===== src/hdl/csvt_pkg.sv =====
// ----------------------------------------------------------------------------
// CSV tokenizer package
// Shared codes, characters and token types of the CSV field tokenizer.
// ----------------------------------------------------------------------------
package csvt_pkg;

  // Parse states
  localparam logic [2:0] ST_ROW_START   = 3'd0;
  localparam logic [2:0] ST_FIELD_START = 3'd1;
  localparam logic [2:0] ST_UNQUOTED    = 3'd2;
  localparam logic [2:0] ST_QUOTED      = 3'd3;
  localparam logic [2:0] ST_QUOTE_SEEN  = 3'd4;
  localparam logic [2:0] ST_AFTER_CR    = 3'd5;

  // Token kinds
  localparam logic [1:0] KIND_BYTE  = 2'd0;
  localparam logic [1:0] KIND_FIELD = 2'd1;
  localparam logic [1:0] KIND_ROW   = 2'd2;

  // Input operations
  localparam logic OP_TEXT = 1'b0;
  localparam logic OP_END  = 1'b1;

  // Characters
  localparam logic [7:0] CH_QUOTE    = 8'h22;
  localparam logic [7:0] CH_LF       = 8'h0A;
  localparam logic [7:0] CH_CR       = 8'h0D;
  localparam logic [7:0] DELIM_RESET = 8'h2C;

  // Result queue
  localparam int QDEPTH = 4;
  localparam int QPTR_W = $clog2(QDEPTH);
  localparam int QCNT_W = $clog2(QDEPTH + 1);

  typedef struct packed {
    logic [1:0] kind;
    logic [7:0] data;
    logic       last;
  } tok_t;

  typedef struct packed {
    logic [2:0] next_state;
    logic [1:0] count;
    tok_t       tok0;
    tok_t       tok1;
  } step_t;

endpackage


===== src/hdl/csvt_step.sv =====
// ----------------------------------------------------------------------------
// CSV tokenizer step
// Decodes one registered input against the parse state: next state and up
// to two tokens.
// ----------------------------------------------------------------------------
module csvt_step import csvt_pkg::*; (
  input  logic [2:0] state,
  input  logic [7:0] delimiter,
  input  logic       op,
  input  logic [7:0] text_byte,
  output step_t      step
);

  // Token builders
  function automatic tok_t mk_tok(input logic [1:0] kind, input logic [7:0] b);
    tok_t t;
    t.kind = kind;
    t.data = (kind == KIND_BYTE) ? b : 8'd0;
    t.last = 1'b0;
    return t;
  endfunction

  // Byte outside a quoted field; split ends the row before a content byte
  function automatic step_t plain(input logic [7:0] c, input logic [7:0] d,
                                  input logic split);
    step_t s;
    s = '0;
    if (c == d) begin
      s.count      = 2'd1;
      s.tok0       = mk_tok(KIND_FIELD, 8'd0);
      s.next_state = ST_FIELD_START;
    end else if (c == CH_CR) begin
      s.count      = 2'd1;
      s.tok0       = mk_tok(KIND_ROW, 8'd0);
      s.next_state = ST_AFTER_CR;
    end else if (c == CH_LF) begin
      s.count      = 2'd1;
      s.tok0       = mk_tok(KIND_ROW, 8'd0);
      s.next_state = ST_ROW_START;
    end else if (split) begin
      s.count      = 2'd2;
      s.tok0       = mk_tok(KIND_ROW, 8'd0);
      s.tok1       = mk_tok(KIND_BYTE, c);
      s.next_state = ST_UNQUOTED;
    end else begin
      s.count      = 2'd1;
      s.tok0       = mk_tok(KIND_BYTE, c);
      s.next_state = ST_UNQUOTED;
    end
    return s;
  endfunction

  // Start of a field: an opening quote wins over the delimiter
  function automatic step_t field_begin(input logic [7:0] c, input logic [7:0] d);
    step_t s;
    s = '0;
    if (c == CH_QUOTE) begin
      s.next_state = ST_QUOTED;
    end else begin
      s = plain(c, d, 1'b0);
    end
    return s;
  endfunction

  step_t s;

  // State decode
  always_comb begin
    s = '0;
    if (op == OP_END) begin
      if (state == ST_FIELD_START || state == ST_UNQUOTED ||
          state == ST_QUOTED || state == ST_QUOTE_SEEN) begin
        s.count = 2'd1;
        s.tok0  = mk_tok(KIND_ROW, 8'd0);
      end
      s.next_state = ST_ROW_START;
    end else begin
      unique case (state)
        ST_UNQUOTED: begin
          s = plain(text_byte, delimiter, 1'b0);
        end
        ST_QUOTED: begin
          if (text_byte == CH_QUOTE) begin
            s.next_state = ST_QUOTE_SEEN;
          end else begin
            s.count      = 2'd1;
            s.tok0       = mk_tok(KIND_BYTE, text_byte);
            s.next_state = ST_QUOTED;
          end
        end
        ST_QUOTE_SEEN: begin
          if (text_byte == CH_QUOTE) begin
            s.count      = 2'd1;
            s.tok0       = mk_tok(KIND_BYTE, CH_QUOTE);
            s.next_state = ST_QUOTED;
          end else begin
            s = plain(text_byte, delimiter, 1'b1);
          end
        end
        ST_AFTER_CR: begin
          if (text_byte == CH_LF) begin
            s.next_state = ST_ROW_START;
          end else begin
            s = field_begin(text_byte, delimiter);
          end
        end
        default: begin
          s = field_begin(text_byte, delimiter);
        end
      endcase
    end
  end

  // Mark the final token of this transaction
  always_comb begin
    step           = s;
    step.tok0.last = (s.count == 2'd1);
    step.tok1.last = (s.count == 2'd2);
  end

endmodule


===== src/hdl/csvt_queue.sv =====
// ----------------------------------------------------------------------------
// CSV tokenizer result queue
// Small token queue: takes up to two tokens a cycle, delivers one a cycle while pop is high.
// ----------------------------------------------------------------------------
module csvt_queue import csvt_pkg::*; (
  input  logic              clk,
  input  logic              rst,
  input  logic [1:0]        push_n,
  input  tok_t              tok0,
  input  tok_t              tok1,
  input  logic              pop,
  output tok_t              head,
  output logic [QCNT_W-1:0] count
);

  tok_t              entries [QDEPTH];
  logic [QPTR_W-1:0] rd_ptr;
  logic [QPTR_W-1:0] wr_ptr;
  logic [QPTR_W-1:0] wr_ptr_1;
  logic [QCNT_W-1:0] count_next;

  assign wr_ptr_1 = wr_ptr + QPTR_W'(1);
  assign head     = entries[rd_ptr];

  // Token storage
  always_ff @(posedge clk) begin
    if (push_n != 2'd0) begin
      entries[wr_ptr] <= tok0;
    end
    if (push_n == 2'd2) begin
      entries[wr_ptr_1] <= tok1;
    end
  end

  // Occupancy
  always_comb begin
    count_next = count + QCNT_W'(push_n) - QCNT_W'(pop);
  end

  // Pointers
  always_ff @(posedge clk) begin
    if (rst) begin
      rd_ptr <= '0;
      wr_ptr <= '0;
      count  <= '0;
    end else begin
      if (pop) begin
        rd_ptr <= rd_ptr + QPTR_W'(1);
      end
      wr_ptr <= wr_ptr + QPTR_W'(push_n);
      count  <= count_next;
    end
  end

endmodule


===== src/hdl/csv_field_tokenizer_core.sv =====
// ----------------------------------------------------------------------------
// CSV field tokenizer
// Streaming CSV tokenizer: text bytes in, field bytes and field/row ends out.
// ----------------------------------------------------------------------------
// Each accepted input is held in an input register, decoded against the
// parse state and written into a four-entry token queue, whose head drives
// the output. An input can be taken every cycle while the queue has room.
// The output port delivers one token a cycle while out_stall is low, so the
// sustained rate is one input per cycle while each input yields at most
// one token, and an input that yields two tokens (text after a closing
// quote) delivers them one after the other. The input register advances
// only when the queue has room for two tokens. The delimiter resets to a
// comma and is written through cfg_write / cfg_data; the user must write
// it only while the block is idle, which the block itself does not enforce.
module csv_field_tokenizer_core import csvt_pkg::*; (
  input  logic       clk,
  input  logic       rst,
  // configuration
  input  logic       cfg_write,
  input  logic [7:0] cfg_data,
  // input channel
  input  logic       in_valid,
  output logic       in_stall,
  input  logic       op,
  input  logic [7:0] text_byte,
  // output channel
  output logic       out_valid,
  input  logic       out_stall,
  output logic [1:0] token_kind,
  output logic [7:0] field_byte,
  output logic       run_last
);

  logic [7:0]        delimiter;
  logic [2:0]        parse_state;
  logic              in_full;
  logic              in_op;
  logic [7:0]        in_byte;
  logic              advance;
  logic              pop;
  logic [1:0]        push_n;
  logic [QCNT_W-1:0] q_count;
  step_t             step;
  tok_t              head;

  // Delimiter register
  always_ff @(posedge clk) begin
    if (rst) begin
      delimiter <= DELIM_RESET;
    end else if (cfg_write) begin
      delimiter <= cfg_data;
    end
  end

  // Input register moves on when the queue can take two tokens
  assign advance  = in_full && (q_count <= QCNT_W'(QDEPTH - 2));
  assign in_stall = in_full && !advance;

  always_ff @(posedge clk) begin
    if (rst) begin
      in_full <= 1'b0;
    end else if (in_valid && !in_stall) begin
      in_full <= 1'b1;
    end else if (advance) begin
      in_full <= 1'b0;
    end
  end

  always_ff @(posedge clk) begin
    if (in_valid && !in_stall) begin
      in_op   <= op;
      in_byte <= text_byte;
    end
  end

  // Parse step
  csvt_step u_step (
    .state     (parse_state),
    .delimiter (delimiter),
    .op        (in_op),
    .text_byte (in_byte),
    .step      (step)
  );

  always_ff @(posedge clk) begin
    if (rst) begin
      parse_state <= ST_ROW_START;
    end else if (advance) begin
      parse_state <= step.next_state;
    end
  end

  // Token queue
  assign push_n = advance ? step.count : 2'd0;
  assign pop    = out_valid && !out_stall;

  csvt_queue u_queue (
    .clk    (clk),
    .rst    (rst),
    .push_n (push_n),
    .tok0   (step.tok0),
    .tok1   (step.tok1),
    .pop    (pop),
    .head   (head),
    .count  (q_count)
  );

  assign out_valid  = (q_count != '0);
  assign token_kind = head.kind;
  assign field_byte = head.data;
  assign run_last   = head.last;

  // Checks
  a_queue_bound: assert property (@(posedge clk) disable iff (rst)
    q_count <= QCNT_W'(QDEPTH))
    else $error("token queue overflow");

  a_end_resets: assert property (@(posedge clk) disable iff (rst)
    advance && in_op == OP_END |=> parse_state == ST_ROW_START)
    else $error("end of text did not return to row start");

  a_state_range: assert property (@(posedge clk) disable iff (rst)
    parse_state <= ST_AFTER_CR)
    else $error("parse state out of range");

  a_stall_full: assert property (@(posedge clk) disable iff (rst)
    in_stall |-> in_full && q_count > QCNT_W'(QDEPTH - 2))
    else $error("input stalled without cause");

endmodule

===== config.mk =====
export PLATFORM = sky130hd
export DESIGN_NAME = csv_field_tokenizer_core
export DESIGN_NICKNAME = d
export VERILOG_FILES = /design/src/hdl/csvt_pkg.sv /design/src/hdl/csvt_step.sv /design/src/hdl/csvt_queue.sv /design/src/hdl/csv_field_tokenizer_core.sv
export SDC_FILE = /design/constraint.sdc
export NUM_CORES = 1
export LEC_CHECK = 0
export ABC_AREA = 1
export BUFFER_PORTS_ARGS = -buffer_cell sky130_fd_sc_hd__buf_4
export CORE_ASPECT_RATIO = 0.5
export CORE_MARGIN = 4
export CORE_UTILIZATION = 45
export CTS_CLUSTER_SIZE = 30
export DETAILED_ROUTE_END_ITERATION = 16
export PLACE_DENSITY_LB_ADDON = 0.15
export SLEW_MARGIN = 20
export SYNTH_ARGS = -nofsm -noshare
export SYNTH_HDL_FRONTEND = slang
export SYNTH_SLANG_ARGS = --single-unit

===== constraint.sdc =====
create_clock -name clk -period 2.8 [get_ports clk]
set_input_delay 0.56 -clock clk [delete_from_list [all_inputs] [get_ports clk]]
set_output_delay 0.56 -clock clk [all_outputs]
set_load 0.01 [all_outputs]

==> results of run 1 <==
[layout make-up]
| cell class | instances | area [um2] | area share |
|---|---|---|---|
| Sequential cell | 74 | 1930 | 0.409 |
| Inverter | 58 | 218 | 0.0461 |
| Multi-Input combinational cell | 340 | 1770 | 0.374 |
| Clock inverter | 7 | 91.3 | 0.0193 |
| Timing Repair Buffer | 47 | 353 | 0.0746 |
| Tap cell | 112 | 140 | 0.0296 |
| Clock buffer | 9 | 225 | 0.0476 |
[how the worst min path moves through the flow]
stage / start / end / slack (ps) / cells after the start
after floorplan: u_queue.rd_ptr[1] / flip-flop / 440 / 2
after global placement: u_queue.entries[1][9] / u_queue.entries[1][9] / 460 / 2
after detailed placement: u_queue.entries[1][9] / u_queue.entries[1][9] / 460 / 2
after CTS: text_byte[5] / in_byte[5] / 390 / 1
after global routing: text_byte[0] / in_byte[0] / 390 / 1
final: text_byte[5] / in_byte[5] / 400 / 1
[cells by family after synthesis]
family                     Yosys count  synth area share
and+or+nand+nor                    212             0.246
AOI/OAI and AO/OA                  115             0.163
DFF                                 74             0.485
buffers and inverters               71            0.0716
xor gates and xnor gates             8            0.0176
adders and majority gates            5            0.0176
[cell usage after synthesis, types with 3 or more instances]
cell type   n
nand2_1    85
nor2_1     73
inv_1      47
edfxtp_1   45
o21ai_0    40
o22ai_1    31
dfxtp_1    29
a21oi_1    24
nand3_1    23
inv_2       9
clkbuf_1    8
o21ai_1     8
nand2_2     7
xnor2_1     6
ha_1        4
nand2_4     4
nor2_2      4
buf_2       3
nand4_1     3
nor2_4      3
[layer usage]
metal  vias to the layer above  GRT usage
li1                       1737          -
met4                         0     0.0483
met1                      1526      0.313
met2                       154      0.286
met5                         -          0
met3                         6     0.0649
[registers in the layout, summed over array words and instances, names as in the netlist, named ones only]
name / cells
u_queue.entries: 44
delimiter: 8
in_byte: 8
parse_state: 3
u_queue.count: 3
u_queue.rd_ptr: 2
u_queue.wr_ptr: 2
in_full: 1
in_op: 1
[power groups by stage]
stage               logic (mW)  registers [mW]  clock network, mW
CTS                      0.833            1.33               1.24
finish                   0.830            1.33               1.22
floorplan                0.525            1.33                  0
global route             0.918            1.34               1.30
detailed placement       0.826            1.35                  0
global placement         0.824            1.35                  0
[through the flow]
stage                     hold slack [ps]  std cells
after floorplan                       437        485
after global placement                456        631
after detailed placement              463        631
after CTS                             391        647
after global routing                  389        647
final                                 398        647
==> reports/summary.md, run 1 <==
The max-slew violation total from the final report was 0; the first-pass GRT wire length was 16.5 mm. In this run the critical register-to-register path is launched from in_byte[0]. The tools report the final estimated routing congestion in global placement as 0.879.

The path class of the tightest hold or removal check is in2reg. Once detailed placement completed, the half-perimeter wirelength came to 7.43 mm. The maximum operating frequency is 388 MHz. Floorplan die height: 74.5 um. For the initial core utilization, the log shows 0.479. The post-synth design cell area was 3990 um2; the hold violation total from the final report was 0. The run gives 0.207 as the global router's overall resource usage. Switching power of the nets: 1.01 mW. The logs give 0.492 for the tightest slew margin relative to the limit and 0.568 for the utilization after layout. Entering global routing, the biggest net connects 27 pins. The H-tree depth came out at 3. Setup violations remaining at the end of the flow were counted as 0. After the last flow step, the layout net total stands at 557. Library cell appearing most often on the critical path: inv_2. Dividing the detail-routed wire length by the instance count gives 16.0 um.

The tools report the logic gate share of total power as 0.245. The area of all placed cells without fillers came out at 4730 um2. Yosys attributes the largest share of cell area to edfxtp_1, dfxtp_1, nand2_1.

For this run, the number of Yosys warnings is 0. The final period utilization is 0.921. Clock-pin slew was measured on the worst setup and hold paths at 60 ps. The prevailing post-synth register cell was edfxtp_1. The final global-route overflow total came out at 0. The tools report the endpoint class of the critical path as a flip-flop.

TritonCTS created 9 clock buffers. The shortest period the worst path allows was 2580 ps; the area added between synthesis and finish was 18.6%. The clock root buffer was clkbuf_16.

The area of the die is 10,500 um2. For the number of buffers between clock root and the deepest sink, the log shows 2. After clock tree synthesis, the repair step resized 0 gates. At the placement stage, the worst setup path has a slack of 230 ps. The register-to-register path setup slack is 220 ps. Setup repair after global routing left no endpoint under its margin. The logs give 0 for the total of max-cap violations and 0 for the number of nets with antenna violations after detailed routing. The tools report the terminus of the critical flop-to-flop path as u_queue.count[2]. The run finished with clean final reports.

The number of antenna diodes in the final layout is 0. Detailed routing placed a total of 1.01 mm of wire on met3. Worst clock skew: 4.50 ps.

The number of buffers and inverters on the critical path was 4. Dividing total power by cell area gives a power density of 715 nW/um2. For the pin with the worst max-slew slack, the measured transition is 760 ps.

The portion of synthesized cell area occupied by the leading cell type came out at 0.339. The number of buffers inserted by post-CTS setup repair is 0. For this block, wires on met1 add up to 5.08 mm. The number of flip-flops and latches in the synthesized netlist came out at 74. Internal power comes to 2.37 mW.

The worst register-to-register path has a depth of 14. The top cell types in the final layout, fill and taps aside, are nand2_1, nor2_1, inv_1, buf_4, edfxtp_1. Of all nets on the critical path, the largest fanout is 7. The leakage power summed over all cells is 2.12 nW.

The worst setup path is of the reg2reg kind. Overall power consumption: 3.38 mW. The count of buffers added on input and output ports is 34. The total nets after synthesis was 512. The clock insertion delay at the later pin of the skew report is 330 ps. In this design, the largest share of critical-path delay is due to adder cells. The via count of the first global-routing pass is 3,063, and the post-detailed-placement cell area is 4410 um2. The worst setup path is launched from a flip-flop.

Of all cell types, the one taking the most synthesized area is edfxtp_1. The mean post-synth cell area is 8.22 um2, and the largest incremental delay on the critical path is 490 ps. TritonCTS built the clock tree. The tree built by TritonCTS fans out to 74 sinks.

Leaving out fill and tap cells, the most frequent cell in the layout is nand2_1. The total area inside the core boundary comes to 8320 um2. The run gives 0.331 mV as the maximum VDD drop. For the initial antenna violation count, the log shows 0. Highest metal layer with signal wires: met4.

In the routed layout, each cell is associated on average with a via count of 5.29. Share of async-settable or async-resettable flops after synthesis: 0. The ratio of cells with drive above 1 in the final layout was 0.179.

Across all setup checks in the final design, the least slack found is 221 ps. The tools report the number of buffers added to fix hold violations after cts as 0. The final layout contains routed wiring with a total length of 10.3 mm. The tools report the worst path arrival time as 2800 ps.

Iteration count of the initial detailed-routing pass: 5. The number of different library cells used by synthesis comes to 42. 35 I/O pins were placed. The critical path goes through inv_2, nand2_1, nor3_2, o21ai_2, nand3_2, inv_2, nand2_2, nor2_8, inv_2, ha_1, fa_1, xor2_1, inv_1, nor2_1.

Logic depth of the worst setup path including buffers: 14. The switching share of power was 0.299. The logs give 0.393 for the sequential share of power and 0 for the detailed-route DRC error count.

Fill cells in the final layout number 793. The clock share of power was 0.362; the floorplan die width was 141 um. The sum of negative setup slack is 0 ps, and the gate count after technology mapping is 485.

Number of violations reported at the end of detailed-routing iteration 0: 394. The tools report the timing startpoint of the critical path as in_byte[0]. For the detailed-routed wire length on met2, the log shows 4.17 mm.

For the worst setup path, the data required time is 3020 ps. The largest individual stage delay along the critical path comes from the cell edfxtp_1. The floorplan has 23 rows. The sequential element share of the synthesized area is 0.485. The total via count in the routed design was 3,423.

The number of synthesized flops with an enable pin is 45. The last element of the critical path is u_queue.count[2].
Note: power is estimated with default switching activity, not from simulation.
==> run 2, diff against run 1 <==
Settings changed: SETUP_SLACK_MARGIN from default to 0.5.
==> run 2 against run 1 <==
Net effect:
- global-route usage fell by 0.081 points
- clock-buffer cell count did not move
- clock skew rose by 8.2 ps
- flip-flop and latch count did not move
- utilization rose by 6.2 points
- worst setup slack improved by 210 ps
- via count rose by 8.4%
- hold slack got worse by 12 ps
- routed wire length rose by 6.9%
- combinational power rose by 10%
- largest power group unchanged
- highest routed layer unchanged
==> reports/summary.md, run 2 (synthesis results as in run 1) <==
The run finished with clean final reports. The post-detailed-placement cell area was 4440 um2 (+0.62%). The total of buffers placed on input and output ports works out to 34 (unchanged). STA classifies the critical path startpoint as a flip-flop. The top cell types in the final layout, fill and taps aside, are nand2_1, nor2_1, buf_4, edfxtp_1, inv_1.

The tightest slew margin relative to the limit came out at 0.309 (-0.183). The run gives 0 (unchanged) as the hold violation total from the final report. STA classifies the critical path endpoint as a flip-flop. The clock root buffer is clkbuf_16. TritonCTS built the clock tree. The run gives 2.30 nW (+8.8%) as the leakage power summed over all cells.

The floorplan die width was 141 um (unchanged); the core box area was 8320 um2 (unchanged). The top fanout value on the critical path is 4 (-3). The area of all placed cells without fillers is 5240 um2 (+11%). The largest registers in the layout are u_queue.entries (44), delimiter (8), in_byte (8). The library cell used most frequently in the layout, excluding fill and tap cells, is nand2_1. The max-slew violation total from the final report was 0 (unchanged). The global routing stage identified its most utilized layer as met1. The logs give 74 (unchanged) for the number of clock sinks seen by CTS and 2600 ps (-200 ps) for the worst path arrival time. The number of top-level pins was 35 (unchanged); the actual transition at the worst max-transition pin was 1030 ps (+274 ps). Iteration count of the initial detailed-routing pass: 6 (+1).

The min-delay analysis places its worst path in the category in2reg. The power density over the cells is 657 nW/um2 (-8.2%). The logs give 3030 ps (about the same) for the endpoint required time on the critical path and 9 (unchanged) for the total CTS buffers. For the post-layout worst setup margin, the log shows 430 ps (+209 ps). The net count reported at finish came out at 586 (+5.2%). The tools report the met2 track demand over resource in global routing as 0.278 (-0.00738). The average routed wire per standard cell was 16.4 um (+2.4%); the global router's overall resource usage was 0.206 (-0.000815). The run gives 3,161 (+3.2%) as the via count of the first global-routing pass. The floorplan die height came out at 74.5 um (unchanged). The run gives 27 (unchanged) as the maximum number of pins on one net before global-route repair. The run gives 350 ps (+20 ps) as the clock insertion delay at the later pin of the skew report.

The run gives 0.0687 (+0.00385) as the met3 routing resource usage after global routing. The sum of negative setup slack was 0 ps (unchanged). The logs give 288 ps (+58.0 ps) for the worst setup slack before clock tree synthesis and 0 (unchanged) for the initial antenna violation count. The H-tree depth came out at 3 (unchanged).

The ratio of cells with drive above 1 in the final layout came out at 0.284 (+0.104). The maximum operating frequency was 422 MHz (+8.8%). The tools report the final estimated routing congestion in global placement as 0.913 (+3.9%). The ratio of routed vias to standard cells is 5.49 (+3.8%).

The clock transition at the registers of the reported paths works out to 60 ps (about the same). Setup repair after global routing could not meet its margin everywhere. The number of flip-flops in the largest register is 44 (unchanged), and the worst clock skew is 12.7 ps (+8.18 ps).

The run gives 0 (unchanged) as the number of diodes. Overall power consumption: 3.44 mW (+1.8%). The initial core utilization was 0.479 (unchanged); the final global-route overflow total was 0 (unchanged). The total wire length was 11.1 mm (+6.9%); the utilization after layout was 0.630 (+0.0615). The final period utilization was 0.846 (-0.0746); the half-perimeter wire length after detailed placement was 7.42 mm (-0.12%). u_queue.entries holds more flip-flops than any other register.

The total via count in the routed design was 3,712 (+8.4%); the total of max-cap violations was 0 (unchanged). The number of buffers between clock root and the deepest sink came out at 2 (unchanged). For the first-pass GRT wire length, the log shows 16.6 mm (+0.42%).

The area added between synthesis and finish was 31.5%. The met1 usage in global routing was 0.304 (-0.00909). The shortest period the worst path allows was 2370 ps (-209 ps). The tools report the number of inserted filler cells in the final layout as 688 (-13%). The maximum VDD drop is 0.345 mV (+4.1%).

Number of cells traversed by the worst register-to-register path: 14 (unchanged). Area of the die: 10,500 um2 (unchanged). The number of violations reported at the end of detailed-routing iteration 0 is 418 (+6.1%), and the number of nets with antenna violations after detailed routing is 0 (unchanged). The placement row count is 23 (unchanged).

Type of the setup path with the least slack: reg2reg. Setup violation total in the final timing report: 0 (unchanged). The detailed-route DRC error count came out at 0 (unchanged). The number of cells on the worst hold path is 1 (unchanged).
[run 2: critical path: stages (launching register included)]
cell	delay, ps
edfxtp_1	450
buf_4	180
nand3_1	80
nor2_1	60
o21ai_2	180
nand3_4	110
inv_4	80
nand2_4	70
nor2_8	100
inv_4	80
ha_4	220
fa_2	390
xor2_1	150
inv_1	70
nor2_1	40
[run 2: through the flow]
stage | hold slack [ps] | std cells
finish | 386 | 676
global route | 377 | 676
CTS | 379 | 657
detailed placement | 466 | 628
global placement | 451 | 628
floorplan | 437 | 485
[run 2: path summary, 6_finish.rpt]
path | startpoint | to | slack (ps)
max | in_byte[3] | u_queue.count[2] | 430
min | text_byte[5] | in_byte[5] | 390
max reg2reg | in_byte[3] | u_queue.count[2] | 430
min reg2reg | u_queue.rd_ptr[1] | flip-flop | 460
[run 2: cell type report]
cell class | count | area, um2 | area share
flip-flops and latches | 74 | 1940 | 0.369
repair buffers | 72 | 622 | 0.119
inverters | 58 | 233 | 0.0444
clock inverters | 7 | 76.3 | 0.0146
clock buffers | 9 | 225 | 0.0430
repair inverters | 2 | 12.5 | 0.00239
well taps | 112 | 140 | 0.0267
multi-input cells | 342 | 1990 | 0.381
[run 2: report_power, final]
part	leakage, nW	internal (mW)	total, mW	switching, mW
logic	1.45	0.381	0.916	0.535
registers	0.715	1.26	1.35	0.0888
clock network	0.142	0.695	1.18	0.483
total	2.30	2.33	3.44	1.11
[run 2: layer usage]
metal  vias up  part of all wire  wire [um]
li1       1813                 -          -
met1      1683              0.48       5270
met2       200              0.40       4440
met3        16              0.10       1150
met4         0             0.017        190
met5         -                 0          0
[run 2: repair_timing]
action | 4_1_cts | 5_1_grt
setup endpoints to repair | 41 | 85
pin swaps | 21 | 16
endpoints found under the hold margin | 0 | 0
cloned | 0 | 5
gates resized for setup | 12 | 48
buffers inserted | 13 | 14
hold buffers | 0 | 0
